**src/hw/rtl/vsd_pkg.sv**
```systemverilog
package vsd_pkg;

  localparam int unsigned PRICE_W       = 32;
  localparam int unsigned MAX_ITEMS_DEF = 64;

  // Per-cycle control broadcast from the sequencer to every cell.
  typedef struct packed {
    logic ins;    // a new word is being inserted this cycle
    logic shift;  // the chain moves one place towards the head
  } cell_ctrl_t;

endpackage

```
**src/hw/rtl/vsd_cell.sv**
```systemverilog
module vsd_cell
  import vsd_pkg::*;
(
  input  logic               clk_i,
  input  cell_ctrl_t         ctrl_i,
  input  logic [PRICE_W-1:0] price_i,
  input  logic               occ_i,
  input  logic               gt_prev_i,
  input  logic [PRICE_W-1:0] prev_val_i,
  input  logic [PRICE_W-1:0] next_val_i,
  output logic [PRICE_W-1:0] val_o,
  output logic               gt_o
);

  logic [PRICE_W-1:0] value_q, value_d;

  // An empty slot counts as smaller than any word, so the new word lands in
  // the first slot whose holder is strictly smaller or empty.
  assign gt_o  = !occ_i || (price_i > value_q);
  assign val_o = value_q;

  always_comb begin
    value_d = value_q;
    if (ctrl_i.shift) begin
      value_d = next_val_i;
    end else if (ctrl_i.ins) begin
      if (gt_prev_i) begin
        value_d = prev_val_i;
      end else if (gt_o) begin
        value_d = price_i;
      end
    end
  end

  always_ff @(posedge clk_i) begin
    value_q <= value_d;
  end

endmodule

```
**config.mk**
```make
export PLATFORM = sky130hd
export DESIGN_NAME = vsd_cell
export DESIGN_NICKNAME = d
export VERILOG_FILES = /design/src/hw/rtl/vsd_pkg.sv /design/src/hw/rtl/vsd_cell.sv
export SDC_FILE = /design/constraint.sdc
export NUM_CORES = 1
export LEC_CHECK = 0
export ABC_CLOCK_PERIOD_IN_PS = 3600
export BUFFER_PORTS_ARGS = -buffer_cell sky130_fd_sc_hd__buf_2
export CELL_PAD_IN_SITES_DETAIL_PLACEMENT = 1
export CELL_PAD_IN_SITES_GLOBAL_PLACEMENT = 2
export CORE_UTILIZATION = 25
export DETAILED_ROUTE_END_ITERATION = 12
export PLACE_DENSITY_LB_ADDON = 0.2
export SYNTH_ARGS = -nofsm -noshare
export SYNTH_HDL_FRONTEND = slang
export SYNTH_SLANG_ARGS = --single-unit
```
**constraint.sdc**
```tcl
create_clock -name clk_i -period 3.6 [get_ports clk_i]
set_input_delay 0.18 -clock clk_i [delete_from_list [all_inputs] [get_ports clk_i]]
set_output_delay 0.18 -clock clk_i [all_outputs]
set_load 0.05 [all_outputs]
```
**After elaboration in Yosys (flattened, before gate mapping)**

Index checks and enable logic that the tools add are counted.

- $lt $le $gt $ge: 1
- Multiplexer cells: 4
- Reduce and logical (&&, ||, !) cells: 5

Operators by type and width:

| operator | number |
|---|---|
| 32-bit 2-to-1 mux | 4 |
| 32-bit greater-than comparator | 1 |
| 3-bit nonzero test | 1 |
| 2-bit AND reduction | 1 |
| 2-bit nonzero test | 1 |
| 1-bit zero test | 1 |
| 1-bit logical OR | 1 |

- Logic and storage cells: 11
- Register bits: 32

**Depth between registers and ports, before layout**

Gate-level depths: netlist of run 1.

- Depth in word-level cells: 6
- Depth in mapped cells: 7

**Least setup slack after synthesis of run 1**

Ideal clock, no wire load.

- Path type: reg2reg
- From: reg value_q[15] (netlist: val_o[15])
- To: reg value_q[0] (netlist: val_o[0]) (enable)
- Arrival time: 3.218 ns
- Period minus slack after synthesis: 3.650 ns
- Setup slack: -0.050 ns
- Cell stages (with the launch flop): 8
- Path buffers: 0
- Setup time: 0.432 ns
- Data required time: 3.168 ns
- Cell sequence: edfxtp_1 -> inv_1 -> ha_1 -> nand4_1 -> nor3_1 -> a21boi_1 -> o41ai_1 -> a21oi_1

- Word-level cells in the longest chain between the ends: 4

Ends and longest elaborated chain:

| item | RTL line | source |
|---|---|---|
| start: declaration | vsd_cell.sv:15 | `logic [PRICE_W-1:0] value_q, value_d;` |
| start signal: assignment | vsd_cell.sv:36 | `value_q <= value_d;` |
| 32-bit greater-than comparator | vsd_cell.sv:19 | `assign gt_o = !occ_i \|\| (price_i > value_q);` |
| 1-bit logical OR | vsd_cell.sv:19 |  |
| 3-bit nonzero test (no line) | -- |  |
| 2-bit AND reduction (no line) | -- |  |

No other way between the ends.
A chain may end at the register's enable or synchronous reset.

**Worst setup path in the final report of run 1**

- From: reg value_q[15] (netlist: val_o[15])
- To: reg value_q[23] (netlist: val_o[23]) (enable)

Same word-level chain as after synthesis.

==> results of run 1 <==
-- critical path, stage by stage (launching register included) --
cell and delay, ns:
edfxtp_1 0.34, inv_1 0.04, ha_1 0.30, nand4_1 0.17, nor3_1 0.31, a21boi_1 0.21, o41ai_1 0.13, a21oi_4 0.91
-- routing by layer --
layer	GRT usage, %	wire [um]	up-vias
li1	-	-	1185
met1	18.0	3300	1043
met2	24.2	3360	70
met3	3.17	388	2
met4	3.34	37	0
met5	0	0	-
-- cells in the final DEF (no fill, tap or decap), types with 2 or more instances in the layout --
cell,instances
a21o_1,2
o21ai_0,35
inv_1,33
nand4_2,2
edfxtp_1,32
mux2i_1,32
a21oi_1,14
nor2_1,2
clkbuf_8,5
buf_4,2
nand2_1,37
nor3_1,4
nand3_1,4
buf_2,133
ha_1,32
clkbuf_1,2
nand4_1,4
-- cell type report --
type	instances	area (sq um)	share of cell area [%]
Multi-Input combinational cell	182	1350	40.3
Tap cell	129	161	4.80
Clock buffer	7	76.3	2.27
Clock inverter	1	3.75	0.112
Inverter	33	124	3.69
Sequential cell	32	961	28.6
Timing Repair Buffer	135	681	20.3
-- cells in the mapped netlist --
| cell | count | area [sq um] |
|---|---|---|
| inv_1 | 33 | 124 |
| nand2_1 | 37 | 139 |
| a221o_1 | 1 | 10.0 |
| nor4_2 | 1 | 12.5 |
| a21o_1 | 2 | 15.0 |
| edfxtp_1 | 32 | 961 |
| buf_4 | 2 | 15.0 |
| o22ai_1 | 1 | 6.26 |
| o21ai_0 | 35 | 175 |
| nor3_1 | 4 | 20.0 |
| nor2_1 | 2 | 7.51 |
| a211oi_1 | 1 | 7.51 |
| nor2b_1 | 1 | 6.26 |
| o2bb2ai_1 | 1 | 8.76 |
| nand4_4 | 1 | 21.3 |
| mux2i_1 | 32 | 320 |
| and4_1 | 1 | 8.76 |
| o211ai_1 | 1 | 7.51 |
| o21a_1 | 1 | 7.51 |
| buf_2 | 3 | 15.0 |
| nand4_2 | 2 | 25.0 |
| ha_1 | 32 | 400 |
| a21boi_1 | 1 | 7.51 |
| or3_1 | 1 | 6.26 |
| clkbuf_1 | 6 | 22.5 |
| nand3_1 | 4 | 20.0 |
| nand4_1 | 4 | 25.0 |
| o41ai_1 | 1 | 8.76 |
| a21oi_1 | 15 | 75.1 |
-- metrics by stage --
step | total power, W | hold slack (ns) | cells
4_1_cts | 0.00123 | 0.163 | 519
2_1_floorplan | 0.000804 | 0.367 | 258
3_3_place_gp | 0.000949 | 0.462 | 511
3_5_place_dp | 0.000956 | 0.464 | 511
6_report | 0.00120 | 0.176 | 519
5_1_grt | 0.00129 | 0.181 | 519
-- power breakdown --
group          switching [W]  internal (W)  total [W]
Combinational       0.000307      0.000153   0.000459
Sequential         0.0000188      0.000462   0.000481
Clock               0.000130      0.000135   0.000264
-- logic make-up after synthesis --
| logic type | after synthesis | share of synthesized area, % |
|---|---|---|
| DFF | 32 | 38.8 |
| and+or+nand+nor | 58 | 11.8 |
| adders and majority gates | 32 | 16.2 |
| muxes | 32 | 12.9 |
| AOI/OAI and AO/OA | 60 | 13.3 |
| buffers and inverters | 44 | 7.12 |
-- worst min-delay path by stage --
| stage | start | end | slack (ns) | cells past startpoint |
|---|---|---|---|---|
| 2_1_floorplan | next_val_i[29] | val_o[29] | 0.37 | 2 |
| 3_3_place_gp | next_val_i[29] | val_o[29] | 0.46 | 3 |
| 3_5_place_dp | next_val_i[7] | val_o[7] | 0.46 | 3 |
| 4_1_cts | next_val_i[7] | val_o[7] | 0.16 | 3 |
| 5_1_grt | next_val_i[1] | val_o[1] | 0.18 | 3 |
| 6_report | next_val_i[29] | val_o[29] | 0.18 | 3 |
==> results.sh, run 1 <==
export IMPL_run_status="completed"
export IMPL_core_sq_mm=0.00942
export IMPL_hold_viol_final=0
export IMPL_drc=0
export IMPL_drv_cap=0
export IMPL_clk_latency_ns=0.28
export IMPL_cts_tree="done"
export IMPL_cts_buffers=5
export IMPL_fmaxAchievable_mhz=356
export IMPL_routedWlPerCell_um=13.7
export IMPL_vdd_drop_max_v=0.000123
export IMPL_reg2reg_slack_ns=0.79
export IMPL_grt_max_degree=39
export IMPL_gp_congestion=0.719
export IMPL_post_place_ws_ns=0.703
export IMPL_cp_startpoint="val_o[15]"
export IMPL_grt_pass1_wl_um=11200
export IMPL_syn2layout_area_growth_pct=35.5
export IMPL_rows=35
export IMPL_fin_crit_ns=2.81
export IMPL_fin_area_sq_mm=0.00336
export IMPL_globalRouteTotalUtil_pct=14.1
export IMPL_firstDrtPassIters=4
export IMPL_h_tree_depth=2
export IMPL_post_dp_cell_area_sq_mm=0.00328
export IMPL_critPathMaxFanout=32
export IMPL_post_cts_buffers=0
export IMPL_first_iter_violations=44
export IMPL_synth_seq_area_share_pct=38.8
export IMPL_pwr_density_cell_mw_per_mm2=358
export IMPL_ys_warn_count=0
export IMPL_r2r_end="val_o[23]"
export IMPL_layout_setup_ws_ns=0.793
export IMPL_synth_avg_cell_area_sq_um=9.61
export IMPL_grt_pass1_vias=2366
export IMPL_drv_slew=0
export IMPL_end_kind="flop"
export IMPL_clk_pin_slew_ns=0.07
export IMPL_clock_path_buffers=2
export IMPL_numClockSinks=32
export IMPL_arrival_ns=2.70
export IMPL_drive_gt1_share_pct=37.2
export IMPL_antenna_found_initial=0
export IMPL_cts_root_buffer="clkbuf_8"
export IMPL_ant_nets=0
export IMPL_post_cts_resized=0
export IMPL_cp_required_ns=3.49
export IMPL_start_util_pct=26.3
export IMPL_criticalPathCategory="reg -> reg"
export IMPL_hpwl_um=5750
export IMPL_grt_overflow=0
export IMPL_dieArea_sq_mm=0.0103
export IMPL_largest_reg_flops=32
export IMPL_die_w_um=102
export IMPL_start_kind="flop"
export IMPL_skew_ns=0.00824
export IMPL_vias_per_cell=4.43
export IMPL_io_pins=134
export IMPL_slew_limit_headroom_pct=25.0
export IMPL_reg2reg_depth=7
export IMPL_finalSetupViolCount=0
export IMPL_final_core_util_pct=35.7
export IMPL_syn_instance_count=258
export IMPL_wl_um=7090
export IMPL_fin_tns_setup_ns=0
export IMPL_r2r_start="val_o[15]"
export IMPL_rsz0062_at_grt="no"
export IMPL_syn_area_sq_mm=0.00248
export IMPL_num_vias=2300
export IMPL_period_share_pct=78.0
export IMPL_synth_nets=391
export IMPL_min_path_type="in -> reg"
export IMPL_endpoint="val_o[23]"
export IMPL_p_leak_nw=1.71
export IMPL_yosys_register_bits=32
export IMPL_finalNetCount=522
export IMPL_die_y_um=102
export IMPL_antenna_cells=0
export IMPL_cts_hold_buffers_added=0
export IMPL_tightest_slew_ns=1.12
export IMPL_portBuffers=133
export IMPL_num_fill_cells=1162
export IMPL_ys_types=29
Power figures use the tool's default switching activity.
==> run 2: changes to the inputs <==
ABC_AREA = 1   (was default)
ABC_CLOCK_PERIOD_IN_PS = 2800   (was 3600)
CORE_UTILIZATION = 24   (was 25)
clock period = 2.8 ns   (was 3.6 ns; I/O delays follow)
==> run 2 against run 1 <==
- first-iteration DRC count up 73%
- sequential power up 28%
- clock power up 30%
- hold slack better by 0.0079 ns
- critical path depth up 6
- routed wire length up 18%
- non-clock buffer count up 3
- cell area up 1.6%
- critical endpoint is now gt_o
- clock skew down 0.0037 ns
- global-route usage up 1.7 points
==> results.sh, run 2 <==
export IMPL_crit_family="simple AND/OR/NAND/NOR gates"
export IMPL_cp_slowest_cell="edfxtp_1"
export IMPL_post_cts_resized=0
export IMPL_start_util_pct=25.2
export IMPL_cts_buffers=5
export IMPL_dieArea_sq_mm=0.0109
export IMPL_reg2reg_depth=13
export IMPL_drv_slew=0
export IMPL_comb_power_share_pct=39.0
export IMPL_wl_um=8340
export IMPL_ys_warn_count=0
export IMPL_gp_congestion=0.716
export IMPL_cts_hold_buffers_added=0
export IMPL_portBuffers=133
export IMPL_h_tree_depth=2
export IMPL_io_pins=134
export IMPL_crit_chain="inv_1 -> ha_1 -> nand2_1 -> inv_1 -> nand2_1 -> nand2_1 -> nand2_1 -> nand3_1 -> a21oi_1 -> nand2_1 -> nand2_1 -> nand2_1 -> buf_2"
export IMPL_largest_reg_flops=32
export IMPL_cts_root_buffer="clkbuf_8"
export IMPL_hpwl_um=6460
export IMPL_slowest_delay_ns=0.39
export IMPL_final_common_cell="buf_2"
export IMPL_yosys_top_cells_count="a21oi_1, nand2_1, inv_1"
export IMPL_grt_overflow=0
export IMPL_synth_top_area_share_pct=38.2
export IMPL_yosys_area_share_adder_pct=15.9
export IMPL_post_cts_buffers=0
export IMPL_finalNetCount=587
export IMPL_drc=0
export IMPL_synth_edf_count=32
export IMPL_switching_share_pct=38.8
export IMPL_clk_latency_ns=0.28
export IMPL_synth_ff_type="edfxtp_1"
export IMPL_syn_area_sq_mm=0.00251
export IMPL_holdWs_ns=0.183
export IMPL_tightest_slew_ns=1.18
export IMPL_synth_xor_xnor_area_share_pct=0
export IMPL_skew_ns=0.00457
export IMPL_final_cell_mix="buf_2, a21oi_1, nand2_1, inv_1, nor2_1"
export IMPL_num_vias=2625
export IMPL_grt_max_degree=34
export IMPL_fin_crit_ns=2.09
export IMPL_power_frac_seq_pct=39.1
export IMPL_synth_avg_cell_area_sq_um=7.78
export IMPL_syn_instance_count=323
export IMPL_switching_power_w=0.000609
export IMPL_whs_path_depth=3
export IMPL_synth_top_area_cell="edfxtp_1"
export IMPL_grt_pass1_wl_um=13500
export IMPL_routedWlPerCell_um=14.2
export IMPL_ant_nets=0
export IMPL_start_kind="flop"
export IMPL_ys_types=22
export IMPL_arrival_ns=1.95
export IMPL_synth_nets=456
export IMPL_die_y_um=104
export IMPL_vias_per_cell=4.46
export IMPL_rsz0062_at_grt="no"
export IMPL_end_kind="output pin"
export IMPL_synthArstFlopShare_pct=0
export IMPL_fmaxAchievable_mhz=479
export IMPL_p_leak_nw=1.78
export IMPL_cp_num_buf_inv=3
export IMPL_pwr_share_clk_pct=21.9
export IMPL_multiInputGateArea_sq_mm=0.00133
export IMPL_yosysMostFrequentCell="a21oi_1"
export IMPL_cp_required_ns=2.66
export IMPL_period_share_pct=74.6
export IMPL_synth_area_mux_share_pct=0
export IMPL_syn2layout_area_growth_pct=35.8
export IMPL_rows=36
export IMPL_min_path_type="in -> reg"
export IMPL_yosys_register_bits=32
export IMPL_cts_tree="done"
export IMPL_core_sq_mm=0.00995
export IMPL_pwr_density_cell_mw_per_mm2=460
export IMPL_seq_area_sq_um=961
export IMPL_drive_gt1_share_pct=34.3
export IMPL_num_fill_cells=1273
export IMPL_synth_seq_area_share_pct=38.2
export IMPL_numClockSinks=32
export IMPL_synth_top_family_by_area="simple AND/OR/NAND/NOR gates"
export IMPL_grt_pass1_vias=2756
export IMPL_finalSetupViolCount=0
export IMPL_crit_top_cell="nand2_1"
export IMPL_globalRouteTotalUtil_pct=15.8
export IMPL_synth_compound_area_share_pct=16.5
export IMPL_vdd_drop_max_v=0.000174
export IMPL_firstDrtPassIters=4
export IMPL_die_w_um=104
export IMPL_drv_cap=0
export IMPL_criticalPathCategory="reg -> out"
export IMPL_hold_viol_final=0
export IMPL_final_core_util_pct=34.3
export IMPL_internal_power_w=0.000961
export IMPL_synthTopCellsByArea="edfxtp_1, ha_1, a21oi_1, nand2_1, inv_1"
export IMPL_first_iter_violations=76
export IMPL_synthSimpleGateAreaFrac_pct=20.6
export IMPL_run_status="completed"
export IMPL_clk_pin_slew_ns=0.07
export IMPL_fin_tns_setup_ns=0
export IMPL_critPathMaxFanout=2
export IMPL_slew_limit_headroom_pct=21.4
export IMPL_path_depth=13
export IMPL_antenna_found_initial=1
export IMPL_antenna_cells=0
export IMPL_clock_path_buffers=2
-- run 2: final timing paths --
kind                   from         to  slack [ns]
min reg2reg        val_o[0]   val_o[9]        1.35
max               val_o[19]       gt_o        0.71
max reg2reg       val_o[23]  val_o[24]        0.73
min          next_val_i[15]  val_o[15]        0.18
-- run 2: tightest hold or removal path: stages --
cell and delay [ns]:
buf_2 0.07, nor2_1 0.03, a21oi_1 0.10
-- run 2: metrics by stage --
stage	instances	total power [W]	worst slack [ns]	area (sq um)
final	588	0.00157	0.711	3410
after global routing	588	0.00169	0.443	3410
after CTS	588	0.00161	0.640	3410
after detailed placement	580	0.00125	0.689	3330
after global placement	580	0.00124	0.718	3330
after floorplan	323	0.00104	0.159	2510
-- run 2: power groups by stage --
stage,Sequential [W],Clock [W],Combinational (W)
after floorplan,0.000794,0,0.000243
after global placement,0.000622,0,0.000614
after detailed placement,0.000625,0,0.000624
after CTS,0.000615,0.000367,0.000625
after global routing,0.000621,0.000386,0.000681
final,0.000614,0.000344,0.000613
-- run 2: logic make-up (layout without fill, tap and decap cells) --
kind of cell    Yosys count  after routing
simple gates            122            122
compound gates           81             81
buf+inv                  56            188
fa+ha+maj                32             32
flops                    32             32
-- run 2: layout make-up --
class | count | area share, %
clock buffers | 7 | 2.24
flip-flops and latches | 32 | 28.2
inverters | 42 | 4.62
repair buffers | 138 | 21.0
multi-input cells | 235 | 39.0
clock inverters | 1 | 0.110
well taps | 133 | 4.88
-- run 2: metal layers --
| layer | wire length, um | global-route usage (%) | vias to the layer above |
|---|---|---|---|
| li1 | - | - | 1331 |
| met1 | 3800 | 20.0 | 1208 |
| met2 | 3950 | 26.8 | 82 |
| met3 | 554 | 4.26 | 4 |
| met4 | 48 | 3.06 | 0 |
| met5 | 0 | 0 | - |
==> run 3: changes to the inputs <==
ABC_CLOCK_PERIOD_IN_PS = 2150   (was 2800)
clock period = 2.15 ns   (was 2.8 ns; I/O delays follow)
==> run 3 against run 2 <==
- worst setup slack lost 0.67 ns
- sequential power up 30%
- die area is the same
- via count decreased by 1.7%
- register-to-register slack got worse by 0.69 ns
- critical path type is now reg -> reg
- critical endpoint is now val_o[3]
- largest cell class unchanged
- highest routed layer unchanged
==> results.sh, run 3 (synthesis gave the netlist of run 2 again) <==
export IMPL_p_leak_nw=1.82
export IMPL_r2r_end="val_o[3]"
export IMPL_rows=36
export IMPL_power_frac_seq_pct=37.6
export IMPL_pwr_share_clk_pct=22.5
export IMPL_clock_path_buffers=2
export IMPL_fin_tns_setup_ns=0
export IMPL_internal_power_w=0.00128
export IMPL_run_status="completed"
export IMPL_num_vias=2581
export IMPL_finalNetCount=592
export IMPL_numClockSinks=32
export IMPL_final_cell_count_no_fill=593
export IMPL_hpwl_um=6460
export IMPL_h_tree_depth=2
export IMPL_dieArea_sq_mm=0.0109
export IMPL_cp_required_ns=2.20
export IMPL_portBuffers=133
export IMPL_drv_slew=0
export IMPL_antenna_found_initial=0
export IMPL_crit_chain="inv_2 -> ha_4 -> nand2_2 -> inv_2 -> nand2_1 -> nand2_1 -> nand2_1 -> nand3_2 -> a21oi_2 -> nand2_1 -> nand2_1 -> nand3_1 -> nand2_2 -> clkinvlp_4 -> clkbuf_16"
export IMPL_largest_reg_flops=32
export IMPL_slew_limit_headroom_pct=20.4
export IMPL_r2r_start="val_o[19]"
export IMPL_clk_latency_ns=0.28
export IMPL_skew_ns=0.00785
export IMPL_hold_viol_final=0
export IMPL_syn2layout_area_growth_pct=41.8
export IMPL_dp_cells=581
export IMPL_vdd_drop_max_v=0.000205
export IMPL_top_usage_layer="met2"
export IMPL_grt_overflow=0
export IMPL_final_core_util_pct=35.8
export IMPL_vias_per_cell=4.35
export IMPL_start_util_pct=25.2
export IMPL_crit_family="simple AND/OR/NAND/NOR gates"
export IMPL_final_cell_mix="buf_2, a21oi_1, nand2_1, nor2_1, inv_1"
export IMPL_cp_slowest_cell="edfxtp_1"
export IMPL_criticalPathCategory="reg -> reg"
export IMPL_fin_area_sq_mm=0.00356
export IMPL_switching_power_w=0.000837
export IMPL_globalRouteTotalUtil_pct=15.8
export IMPL_reg2reg_slack_ns=0.04
export IMPL_cts_buffers=5
export IMPL_comb_power_share_pct=39.9
export IMPL_ant_nets=0
export IMPL_firstDrtPassIters=4
export IMPL_gp_congestion=0.704
export IMPL_grt_util_met3_pct=4.14
export IMPL_clk_pin_slew_ns=0.08
export IMPL_wl_um=8470
export IMPL_drv_cap=0
export IMPL_switching_share_pct=39.5
export IMPL_slowest_delay_ns=0.43
export IMPL_io_pins=134
export IMPL_endpoint="val_o[3]"
export IMPL_critPathMaxFanout=8
export IMPL_grt_pass1_wl_um=13600
export IMPL_cts_tree="done"
export IMPL_routedWlPerCell_um=14.3
export IMPL_finalSetupViolCount=0
export IMPL_end_kind="flop"
export IMPL_cp_startpoint="val_o[19]"
export IMPL_die_w_um=104
export IMPL_min_path_type="in -> reg"
export IMPL_num_fill_cells=1269
export IMPL_tightest_slew_ns=1.19
export IMPL_grtUsageMet1_pct=19.9
export IMPL_pwr_density_cell_mw_per_mm2=595
export IMPL_path_depth=15
export IMPL_antenna_cells=0
export IMPL_start_kind="flop"
export IMPL_cts_hold_buffers_added=0
export IMPL_final_common_cell="buf_2"
export IMPL_first_iter_violations=42
export IMPL_holdWs_ns=0.145
export IMPL_rsz0062_at_grt="yes"
export IMPL_crit_top_cell="nand2_1"
export IMPL_drive_gt1_share_pct=38.5
export IMPL_drc=0
export IMPL_arrival_ns=2.16
export IMPL_die_y_um=104
export IMPL_core_sq_mm=0.00995
export IMPL_fmaxAchievable_mhz=474
export IMPL_gr_usage_met2_pct=27.2
export IMPL_period_share_pct=98.2
export IMPL_grt_pass1_vias=2688
export IMPL_reg2reg_depth=15
export IMPL_cts_root_buffer="clkbuf_8"
export IMPL_grt_max_degree=35
export IMPL_fin_crit_ns=2.11
export IMPL_post_dp_cell_area_sq_mm=0.00338
export IMPL_cp_num_buf_inv=4
run 3: cell count changes in the layout (fill, tap and decap cells not counted), moves of 2 or more:
cell and change:
clkinvlp_4 +3, clkbuf_1 -2, buf_4 +3, a21oi_2 +5, inv_1 -3, nand2_1 -2
a21oi_1 -5, ha_4 +3, nand2_2 +2, inv_2 +2, ha_1 -3
run 3: how the worst min path moves through the flow:
stage / depth (start not counted) / from / end / slack (ns)
floorplan: 2 / next_val_i[0] / val_o[0] / 0.34
global placement: 3 / next_val_i[24] / val_o[24] / 0.43
detailed placement: 3 / next_val_i[25] / val_o[25] / 0.44
CTS: 3 / next_val_i[25] / val_o[25] / 0.13
global route: 3 / next_val_i[11] / val_o[11] / 0.15
finish: 3 / next_val_i[15] / val_o[15] / 0.15
run 3: area by class of cell:
cell class | count | area [sq um] | area share, %
multi-input combinational | 235 | 1400 | 39.2
sequential | 32 | 961 | 27.0
timing repair buffer | 143 | 790 | 22.2
tap | 133 | 166 | 4.67
inverter | 42 | 161 | 4.53
clock buffer | 5 | 68.8 | 1.93
clock inverter | 3 | 18.8 | 0.527
run 3: through the flow:
stage               total power [W]  worst slack, ns
floorplan                   0.00136           -0.376
global placement            0.00163          -0.0195
detailed placement          0.00164          -0.0345
CTS                         0.00214          0.00518
global route                0.00228           -0.156
finish                      0.00212           0.0382
run 3: worst min-delay path: cells and delay by family:
kind	cells	cell delay, ns
buffers and inverters	1	0.07
AND/OR/NAND/NOR	1	0.03
AO/OA/AOI/OAI	1	0.10
run 3: repair_timing:
action / in CTS / in global routing
setup buffers: 0 / 3
setup endpoints to repair: 33 / 33
cloned: 0 / 1
resized for setup: 3 / 11
run 3: per-layer routing:
| metal | up-vias | part of all wire, % |
|---|---|---|
| met3 | 2 | 6.8 |
| met1 | 1156 | 46 |
| met4 | 0 | 0.45 |
| met5 | - | 0 |
| met2 | 82 | 47 |
| li1 | 1341 | - |
run 3: power by group through the flow:
| stage | Sequential, W | Combinational (W) | Clock, W |
|---|---|---|---|
| final | 0.000799 | 0.000846 | 0.000476 |
| after global routing | 0.000808 | 0.000939 | 0.000531 |
| after detailed placement | 0.000815 | 0.000820 | 0 |
| after CTS | 0.000801 | 0.000829 | 0.000506 |
| after global placement | 0.000813 | 0.000814 | 0 |
| after floorplan | 0.00103 | 0.000324 | 0 |
